[src/design/explicit_free_list_allocator_core_assert.svh]
// ----------------------------------------------------------------------------
// explicit_free_list_allocator_core_assert.svh
// Assertion macros for the heap allocator core.
// ----------------------------------------------------------------------------
`ifndef EXPLICIT_FREE_LIST_ALLOCATOR_CORE_ASSERT_SVH
`define EXPLICIT_FREE_LIST_ALLOCATOR_CORE_ASSERT_SVH
`ifndef SYNTHESIS
// same-cycle implication
`define EFLA_ASSERT_IMPL(lbl, clk, rstn, ante, cons) \
    lbl: assert property (@(posedge clk) disable iff (!rstn) (ante) |-> (cons)) \
        else $error("allocator assertion failed");
// next-cycle implication
`define EFLA_ASSERT_NEXT(lbl, clk, rstn, ante, cons) \
    lbl: assert property (@(posedge clk) disable iff (!rstn) (ante) |=> (cons)) \
        else $error("allocator assertion failed");
`else
`define EFLA_ASSERT_IMPL(lbl, clk, rstn, ante, cons)
`define EFLA_ASSERT_NEXT(lbl, clk, rstn, ante, cons)
`endif
`endif

[src/design/efla_pkg.sv]
// ----------------------------------------------------------------------------
// efla_pkg
// Shared constants, step codes and controller/datapath types.
// ----------------------------------------------------------------------------
package efla_pkg;

    localparam int HEAP_BYTES_DEF = 65536;
    localparam int CHUNK_RESET    = 4096;
    localparam int CFG_W          = 17;
    localparam int SIZE_W         = 17;
    localparam int ADDR_W         = 16;
    localparam int ASIZE_W        = 18;
    localparam int ST_W           = 6;

    localparam logic REQ_ALLOC = 1'b0;
    localparam logic REQ_FREE  = 1'b1;

    localparam logic [1:0] MODE_INIT  = 2'd0;
    localparam logic [1:0] MODE_ALLOC = 2'd1;
    localparam logic [1:0] MODE_FREE  = 2'd2;

    // unlink return points
    localparam logic [1:0] RET_MN = 2'd0;
    localparam logic [1:0] RET_MP = 2'd1;
    localparam logic [1:0] RET_PL = 2'd2;

    typedef logic [ST_W-1:0] t_state;

    localparam t_state S_IDLE  = 6'd0;
    localparam t_state S_INIT0 = 6'd1;
    localparam t_state S_INIT1 = 6'd2;
    localparam t_state S_INIT2 = 6'd3;
    localparam t_state S_INIT3 = 6'd4;
    localparam t_state S_A_CHK = 6'd5;
    localparam t_state S_FAIL  = 6'd6;
    localparam t_state S_W_CHK = 6'd7;
    localparam t_state S_W_SZ  = 6'd8;
    localparam t_state S_W_NX  = 6'd9;
    localparam t_state S_G_SET = 6'd10;
    localparam t_state S_G_CHK = 6'd11;
    localparam t_state S_G_W0  = 6'd12;
    localparam t_state S_G_W1  = 6'd13;
    localparam t_state S_G_W2  = 6'd14;
    localparam t_state S_M0    = 6'd15;
    localparam t_state S_M1    = 6'd16;
    localparam t_state S_M2    = 6'd17;
    localparam t_state S_M3    = 6'd18;
    localparam t_state S_M_NXT = 6'd19;
    localparam t_state S_M4    = 6'd20;
    localparam t_state S_M5    = 6'd21;
    localparam t_state S_M6    = 6'd22;
    localparam t_state S_M7    = 6'd23;
    localparam t_state S_I0    = 6'd24;
    localparam t_state S_I1    = 6'd25;
    localparam t_state S_I2    = 6'd26;
    localparam t_state S_U0    = 6'd27;
    localparam t_state S_U1    = 6'd28;
    localparam t_state S_U2    = 6'd29;
    localparam t_state S_U3    = 6'd30;
    localparam t_state S_P_RD  = 6'd31;
    localparam t_state S_P_SZ  = 6'd32;
    localparam t_state S_P_S1  = 6'd33;
    localparam t_state S_P_S2  = 6'd34;
    localparam t_state S_P_S3  = 6'd35;
    localparam t_state S_P_S4  = 6'd36;
    localparam t_state S_P_S5  = 6'd37;
    localparam t_state S_P_S6  = 6'd38;
    localparam t_state S_P_S7  = 6'd39;
    localparam t_state S_P_S8  = 6'd40;
    localparam t_state S_P_S9  = 6'd41;
    localparam t_state S_P_NS  = 6'd42;
    localparam t_state S_P_NS2 = 6'd43;
    localparam t_state S_F_CHK = 6'd44;
    localparam t_state S_F_HD  = 6'd45;
    localparam t_state S_F_FT  = 6'd46;

    typedef struct packed {
        t_state op;
        logic   accept;
    } t_cmd;

    typedef struct packed {
        logic zero_size;
        logic walk_end;
        logic fit;
        logic grow_fail;
        logic next_free;
        logic prev_free;
        logic split;
        logic free_bad;
        logic hdr_bad;
    } t_stat;

    // growth size: whole words, odd word count rounded up to even
    function automatic logic [31:0] gsize(input logic [ASIZE_W-1:0] bytes);
        logic [16:0] words;
        words = {1'b0, bytes[17:2]} + {16'b0, bytes[2]};
        return {13'b0, words, 2'b00};
    endfunction

endpackage

[src/design/efla_ctrl.sv]
// ----------------------------------------------------------------------------
// efla_ctrl
// Step sequencer: walks init, alloc, free, grow, merge, unlink and place.
// ----------------------------------------------------------------------------
module efla_ctrl (
    input  logic            i_clk,
    input  logic            i_rst_n,
    input  logic            i_start,
    input  logic            i_req_type,
    input  efla_pkg::t_stat i_stat,
    output efla_pkg::t_cmd  o_cmd,
    output logic            o_busy,
    output logic            o_valid
);

    efla_pkg::t_state r_state, n_state;
    logic [1:0]       r_mode, n_mode;
    logic [1:0]       r_ret, n_ret;
    logic             r_valid, n_valid;
    logic             accept;

    assign accept = i_start && (r_state == efla_pkg::S_IDLE);

    always_comb begin
        n_state = r_state;
        n_mode  = r_mode;
        n_ret   = r_ret;
        n_valid = 1'b0;
        unique case (r_state)
            efla_pkg::S_IDLE: begin
                if (accept) begin
                    if (i_req_type == efla_pkg::REQ_FREE) begin
                        n_mode  = efla_pkg::MODE_FREE;
                        n_state = efla_pkg::S_F_CHK;
                    end else begin
                        n_mode  = efla_pkg::MODE_ALLOC;
                        n_state = efla_pkg::S_A_CHK;
                    end
                end
            end
            efla_pkg::S_INIT0: n_state = efla_pkg::S_INIT1;
            efla_pkg::S_INIT1: n_state = efla_pkg::S_INIT2;
            efla_pkg::S_INIT2: n_state = efla_pkg::S_INIT3;
            efla_pkg::S_INIT3: n_state = efla_pkg::S_G_CHK;
            efla_pkg::S_A_CHK: begin
                n_state = i_stat.zero_size ? efla_pkg::S_FAIL : efla_pkg::S_W_CHK;
            end
            efla_pkg::S_FAIL: begin
                n_state = efla_pkg::S_IDLE;
                n_valid = 1'b1;
            end
            efla_pkg::S_W_CHK: begin
                n_state = i_stat.walk_end ? efla_pkg::S_G_SET : efla_pkg::S_W_SZ;
            end
            efla_pkg::S_W_SZ: begin
                n_state = i_stat.fit ? efla_pkg::S_P_RD : efla_pkg::S_W_NX;
            end
            efla_pkg::S_W_NX: n_state = efla_pkg::S_W_CHK;
            efla_pkg::S_G_SET: n_state = efla_pkg::S_G_CHK;
            efla_pkg::S_G_CHK: begin
                if (!i_stat.grow_fail) begin
                    n_state = efla_pkg::S_G_W0;
                end else if (r_mode == efla_pkg::MODE_INIT) begin
                    n_state = efla_pkg::S_IDLE;
                end else begin
                    n_state = efla_pkg::S_FAIL;
                end
            end
            efla_pkg::S_G_W0: n_state = efla_pkg::S_G_W1;
            efla_pkg::S_G_W1: n_state = efla_pkg::S_G_W2;
            efla_pkg::S_G_W2: n_state = efla_pkg::S_M0;
            efla_pkg::S_M0: n_state = efla_pkg::S_M1;
            efla_pkg::S_M1: n_state = efla_pkg::S_M2;
            efla_pkg::S_M2: n_state = efla_pkg::S_M3;
            efla_pkg::S_M3: begin
                if (i_stat.next_free) begin
                    n_ret   = efla_pkg::RET_MN;
                    n_state = efla_pkg::S_U0;
                end else begin
                    n_state = efla_pkg::S_M4;
                end
            end
            efla_pkg::S_M_NXT: n_state = efla_pkg::S_M4;
            efla_pkg::S_M4: begin
                if (i_stat.prev_free) begin
                    n_ret   = efla_pkg::RET_MP;
                    n_state = efla_pkg::S_U0;
                end else begin
                    n_state = efla_pkg::S_M6;
                end
            end
            efla_pkg::S_M5: n_state = efla_pkg::S_M6;
            efla_pkg::S_M6: n_state = efla_pkg::S_M7;
            efla_pkg::S_M7: n_state = efla_pkg::S_I0;
            efla_pkg::S_I0: n_state = efla_pkg::S_I1;
            efla_pkg::S_I1: n_state = efla_pkg::S_I2;
            efla_pkg::S_I2: begin
                if (r_mode == efla_pkg::MODE_ALLOC) begin
                    n_state = efla_pkg::S_P_RD;
                end else begin
                    n_state = efla_pkg::S_IDLE;
                    n_valid = (r_mode == efla_pkg::MODE_FREE);
                end
            end
            efla_pkg::S_U0: n_state = efla_pkg::S_U1;
            efla_pkg::S_U1: n_state = efla_pkg::S_U2;
            efla_pkg::S_U2: n_state = efla_pkg::S_U3;
            efla_pkg::S_U3: begin
                case (r_ret)
                    efla_pkg::RET_MN: n_state = efla_pkg::S_M_NXT;
                    efla_pkg::RET_MP: n_state = efla_pkg::S_M5;
                    default:          n_state = efla_pkg::S_P_NS;
                endcase
            end
            efla_pkg::S_P_RD: n_state = efla_pkg::S_P_SZ;
            efla_pkg::S_P_SZ: begin
                if (i_stat.split) begin
                    n_state = efla_pkg::S_P_S1;
                end else begin
                    n_ret   = efla_pkg::RET_PL;
                    n_state = efla_pkg::S_U0;
                end
            end
            efla_pkg::S_P_S1: n_state = efla_pkg::S_P_S2;
            efla_pkg::S_P_S2: n_state = efla_pkg::S_P_S3;
            efla_pkg::S_P_S3: n_state = efla_pkg::S_P_S4;
            efla_pkg::S_P_S4: n_state = efla_pkg::S_P_S5;
            efla_pkg::S_P_S5: n_state = efla_pkg::S_P_S6;
            efla_pkg::S_P_S6: n_state = efla_pkg::S_P_S7;
            efla_pkg::S_P_S7: n_state = efla_pkg::S_P_S8;
            efla_pkg::S_P_S8: n_state = efla_pkg::S_P_S9;
            efla_pkg::S_P_S9, efla_pkg::S_P_NS2: begin
                n_state = efla_pkg::S_IDLE;
                n_valid = 1'b1;
            end
            efla_pkg::S_P_NS: n_state = efla_pkg::S_P_NS2;
            efla_pkg::S_F_CHK: begin
                if (i_stat.free_bad) begin
                    n_state = efla_pkg::S_IDLE;
                    n_valid = 1'b1;
                end else begin
                    n_state = efla_pkg::S_F_HD;
                end
            end
            efla_pkg::S_F_HD: begin
                if (i_stat.hdr_bad) begin
                    n_state = efla_pkg::S_IDLE;
                    n_valid = 1'b1;
                end else begin
                    n_state = efla_pkg::S_F_FT;
                end
            end
            efla_pkg::S_F_FT: n_state = efla_pkg::S_M0;
            default: n_state = efla_pkg::S_IDLE;
        endcase
    end

    always_ff @(posedge i_clk) begin
        if (!i_rst_n) begin
            r_state <= efla_pkg::S_INIT0;
            r_mode  <= efla_pkg::MODE_INIT;
            r_ret   <= efla_pkg::RET_MN;
            r_valid <= 1'b0;
        end else begin
            r_state <= n_state;
            r_mode  <= n_mode;
            r_ret   <= n_ret;
            r_valid <= n_valid;
        end
    end

    assign o_cmd.op     = r_state;
    assign o_cmd.accept = accept;
    assign o_busy       = (r_state != efla_pkg::S_IDLE);
    assign o_valid      = r_valid;

endmodule

[config.mk]
export PLATFORM = sky130hd
export DESIGN_NAME = efla_ctrl
export DESIGN_NICKNAME = d
export VERILOG_FILES = /design/src/design/explicit_free_list_allocator_core_assert.svh /design/src/design/efla_pkg.sv /design/src/design/efla_ctrl.sv
export SDC_FILE = /design/constraint.sdc
export NUM_CORES = 1
export LEC_CHECK = 0
export BUFFER_PORTS_ARGS = -buffer_cell sky130_fd_sc_hd__buf_2
export CAP_MARGIN = 20
export CORE_ASPECT_RATIO = 1.25
export CORE_MARGIN = 2
export CORE_UTILIZATION = 35
export CTS_CLUSTER_SIZE = 12
export DETAILED_ROUTE_END_ITERATION = 6
export PLACE_DENSITY_LB_ADDON = 0.1
export SLEW_MARGIN = 20
export SYNTH_ARGS = -nofsm -noshare
export SYNTH_HDL_FRONTEND = slang
export SYNTH_SLANG_ARGS = --single-unit
[constraint.sdc]
create_clock -name i_clk -period 4.25 [get_ports i_clk]
set_input_delay 0.6375 -clock i_clk [delete_from_list [all_inputs] [get_ports i_clk]]
set_output_delay 0.6375 -clock i_clk [all_outputs]
set_load 0.01 [all_outputs]
### Word level (Yosys, flattened, before mapping)

Cells that the tools add are included.
Widths: inputs -> output; s select.

| operators by class | value |
|---|---|
| eq/ne operators | 53 |
| mux-type cells | 24 |
| reduce and logical (&&, ||, !) cells | 11 |

Operator list:

| kind | count |
|---|---|
| $pmux 6 s42 | 1 |
| $eq 6x5->1 const B | 16 |
| $eq 6x6->1 const B | 15 |
| $eq 6x4->1 const B | 8 |
| $mux 6 | 5 |
| $eq 6x3->1 const B | 4 |
| $eq 6x2->1 const B | 2 |
| $mux 4 | 3 |
| $pmux 6 s2 | 1 |
| $mux 2 | 5 |
| $mux 5 | 2 |
| $ne 2x2->1 const B | 4 |
| $eq 6x1->1 const B | 1 |
| $logic_not 6->1 | 1 |
| $pmux 2 s3 | 1 |
| $reduce_bool 6->1 | 1 |
| $eq 2x1->1 const B | 2 |
| $logic_not 2->1 | 2 |
| $mux 1 | 4 |
| $pmux 1 s4 | 1 |
| $reduce_and 4->1 | 1 |
| $reduce_or 2->1 | 2 |
| $mux 3 | 1 |
| $reduce_bool 3->1 | 1 |
| other kinds (4) | 4 |

| word-level totals | value |
|---|---|
| bits in registers | 11 |
| word-level logic and storage cells | 92 |

### Depth between registers and ports, before layout

| depth | value |
|---|---|
| depth after elaboration | 4 |
| gate-level depth with buffers | 8 |
| mapped depth without buffers | 5 |

### Worst setup path before layout

No wires, ideal clock.

| path | value |
|---|---|
| path type | register to output |
| start point | reg r_state[5] |
| end point | out o_cmd[0] (netlist name) |
| arrival time | 1.377 ns |
| required time | 3.612 ns |
| slack | 2.236 ns |
| stages on the path, launching flop included | 6 |
| cell sequence | dfxtp_1 buf_2 nor4_1 and3_1 buf_2 buf_4 |

| on the way | value |
|---|---|
| word-level cells in the longest chain between the ends | 2 |

Ends and longest elaborated chain:

| element | line | source |
|---|---|---|
| from (decl) | efla_ctrl.sv:16 | `efla_pkg::t_state r_state, n_state;` |
| from (signal assigned) | efla_ctrl.sv:160 | `r_state <= efla_pkg::S_INIT0;` |
| from (signal assigned) | efla_ctrl.sv:165 | `r_state <= n_state;` |
| $logic_not 6->1 | efla_ctrl.sv:22 | `assign accept = i_start && (r_state == efla_pkg::S_IDLE);` |
| $logic_and 1x1->1 | efla_ctrl.sv:22 |  |
| to (decl) | efla_ctrl.sv:11 | `output efla_pkg::t_cmd o_cmd,` |

Every way passes these cells.

==> impl_metrics.py <==
metrics = {
    "outcome": {
        "status": "finished clean",
    },
    "floorplanning": {
        "coreArea_um2": 3754,
        "die_height_um": 73.44,
        "io_pins": 22,
        "die-area_um2": 4373,
        "die_x_um": 59.55,
        "initial_core_util_pct": 35.97,
        "placementRows": 25,
    },
    "synthesis": {
        "synth.cell_area_um2": 1350,
        "yosysTopAreaCell": "dfxtp_1",
        "synth_cells": 200,
        "synth.distinct_cells": 49,
        "synth_enable_flop_cells": 0,
        "avgSynthCellArea_um2": 6.750,
        "synth-seq-cells": 11,
        "ys_top_cells_by_area": "dfxtp_1 (16%), a21oi_1 (4.8%), nor2b_1 (4.6%), buf_2 (4.4%), nand2_1 (4.4%)",
        "synth_top_cell_area_share_pct": 16.31,
        "ys.flop_type": "dfxtp_1",
        "ys_warn_count": 0,
        "synthArstFlopShare_pct": 0,
        "ys_seq_area_share_pct": 16.31,
        "syn-num-nets": 213,
    },
    "clocking": {
        "root_buffer": "clkbuf_8",
        "cts_tree": "done",
        "htreeDepth": 1,
        "cts_sinks": 11,
        "post_cts_buffers": 0,
        "clock_latency_ns": 0.24,
        "clock_path_buffers": 2,
        "ctsHoldBuffers": 0,
        "ctsResizeCount": 0,
        "cts_made_buffers": 3,
        "clkTransAtPathRegs_ns": 0.05,
    },
    "grt": {
        "grt-ovfl-total": 0,
        "antenna_found_initial": 0,
        "grt_pass1_vias": 1415,
        "grt_pass1_wl_mm": 7.320,
        "track_usage_pct": 21.62,
        "grt_max_degree": 33,
    },
    "worst_hold_path": {
        "hold_depth": 2,
        "min_path_type": "flip-flop to flip-flop",
        "min_from": "r_ret[0]$_SDFFE_PN0P_",
        "min_to": "r_ret[0]$_SDFFE_PN0P_",
    },
    "layout": {
        "final_common_cell": "buf_2",
        "layout-drive-gt1-share_pct": 15.38,
        "num_antenna_cells": 0,
        "fin_nets": 222,
        "layout_common_cells": "buf_2 (21), nand2_1 (16), nor2_1 (13), a21oi_1 (13), dfxtp_1 (11)",
        "syn2layout_area_growth_pct": 8.527,
    },
    "worst_setup_path": {
        "r2r-start": "r_state[4]$_SDFFE_PN0P_",
        "crit_arrival_ns": 1.95,
        "path_max_fanout": 32,
        "critPathCaptureType": "primary output",
        "reg2reg_to": "r_state[2]$_SDFFE_PN0P_",
        "critPathRequiredTime_ns": 3.61,
        "start_kind": "flip-flop",
        "slowest_stage": "dfxtp_1",
        "reg2reg_slack_ns": 1.98,
        "max_stage_delay_ns": 0.61,
        "ff2ff_path_depth": 5,
        "crit_chain": "nor4_1, and3_1, buf_2",
        "path_class": "flip-flop to primary output",
    },
    "timing": {
        "worst_pin_slew_ns": 0.9458,
        "setup_tns_ns": 0,
        "post-route-min-period_ns": 2.589,
        "rsz0062_at_grt": "false",
        "finalHoldViolations": 0,
        "clock_skew_ns": 0.006448,
        "finalMaxSlewViolations": 0,
        "clock.fmax_ghz": 0.3863,
        "post-route-period-util_pct": 60.91,
        "finalSetupViolations": 0,
        "relSlewSlack_pct": 36.86,
    },
    "drt": {
        "vias": 1581,
        "ant_nets": 0,
        "dr.pass1.iters": 5,
        "routed_via_density": 6.375,
        "drcViolationCount": 0,
        "wl_mm": 4.418,
        "drt_iter0_drc": 165,
        "wl_per_cell_um": 17.81,
    },
    "placement": {
        "place.gp.congestion": 0.9685,
        "hpwlAfterDp_mm": 3.244,
        "portBuffers": 21,
    },
    "power_and_ir_drop": {
        "peakVddDrop_v": 0.0002052,
        "p_leak_nw": 0.5352,
        "p_total_mw": 0.9441,
        "p_per_area_nw_per_um2": 644.4,
    },
    "run": {
        "drv_cap": 0,
    },
}
through the flow:
step / cells / setup WS, ns / util [%] / hold WS, ns / instance area, um^2
after floorplan: 200 / 2.236 / - / 0.4634 / 1350
after global placement: 244 / 2.028 / 37.80 / 0.4855 / 1419
after detailed placement: 244 / 1.946 / 37.80 / 0.4932 / 1419
after CTS: 248 / 1.693 / 39.03 / 0.5017 / 1465
after global routing: 248 / 1.483 / 39.03 / 0.5471 / 1465
final: 248 / 1.661 / 39.03 / 0.5023 / 1465
layer usage:
layer | GRT usage (%) | part of all wire (%) | vias up
li1 | - | - | 765
met1 | 30.86 | 43 | 714
met2 | 34.07 | 46 | 94
met3 | 1.937 | 8.9 | 8
met4 | 6.667 | 1.9 | 0
met5 | 0 | 0 | -
cell usage after synthesis, types with 2 or more instances:
master,instances
nand2_1,16
a21oi_1,13
nor2_1,13
buf_2,12
dfxtp_1,11
nor2b_1,10
o21ai_0,10
inv_1,9
nor3_1,9
a31oi_1,8
nor4_1,7
nand2b_1,5
nand3_1,5
o211ai_1,5
a32oi_1,4
or3_1,4
a211oi_1,3
and3_1,3
and3b_1,3
clkbuf_1,3
nand3b_1,3
nand4_1,3
nor4bb_1,3
a21o_1,2
a22oi_1,2
a32o_1,2
buf_1,2
buf_4,2
buf_6,2
mux2i_1,2
nor3b_1,2
o22ai_1,2
or2_2,2
or4_1,2
xnor2_1,2
sequential cells by signal, summed over array words and instances (netlist names):
register and count:
o_valid 1, r_state 6, r_mode 2, r_ret 2
worst max-delay path by stage:
stage / startpoint / end / slack [ns] / depth (start not counted)
6_report: r_state[4]$_SDFFE_PN0P_ / o_cmd[0] / 1.66 / 3
4_1_cts: r_state[4]$_SDFFE_PN0P_ / o_cmd[0] / 1.69 / 3
5_1_grt: r_state[4]$_SDFFE_PN0P_ / o_cmd[0] / 1.48 / 3
3_5_place_dp: r_state[4]$_SDFFE_PN0P_ / o_cmd[0] / 1.95 / 3
3_3_place_gp: r_state[4]$_SDFFE_PN0P_ / o_cmd[0] / 2.03 / 3
2_1_floorplan: r_state[5]$_SDFFE_PN0P_ / o_cmd[0] / 2.24 / 5
cell type report:
class,count,area (um^2)
timing repair buffer,25,135.1
multi-input combinational,159,979.7
clock inverter,1,5.005
clock buffer,3,41.29
sequential,11,220.2
inverter,9,33.78
tap,40,50.05
fill,389,2288
where the power goes:
| group | switching [mW] | internal (mW) | total (mW) |
|---|---|---|---|
| Combinational | 0.372 | 0.241 | 0.613 |
| Sequential | 0.0932 | 0.130 | 0.223 |
| Clock | 0.0432 | 0.0646 | 0.108 |
| Total | 0.508 | 0.436 | 0.944 |
cell families (layout without fill, tap and decap cells):
kind of cell	after synthesis	after routing	synth area share, %
XOR/XNOR	3	3	1.947
flip-flops	11	11	16.31
AND/OR/NAND/NOR	92	92	38.18
AO/OA/AOI/OAI	62	62	30.96
multiplexers	2	2	1.483
buffers and inverters	30	38	11.12
critical path, delay by kind of cell, from the launching register on:
family,cells,cell delay (ns)
simple gates,2,0.93
flops,1,0.61
buf+inv,1,0.16
Power figures use the tool's default switching activity.
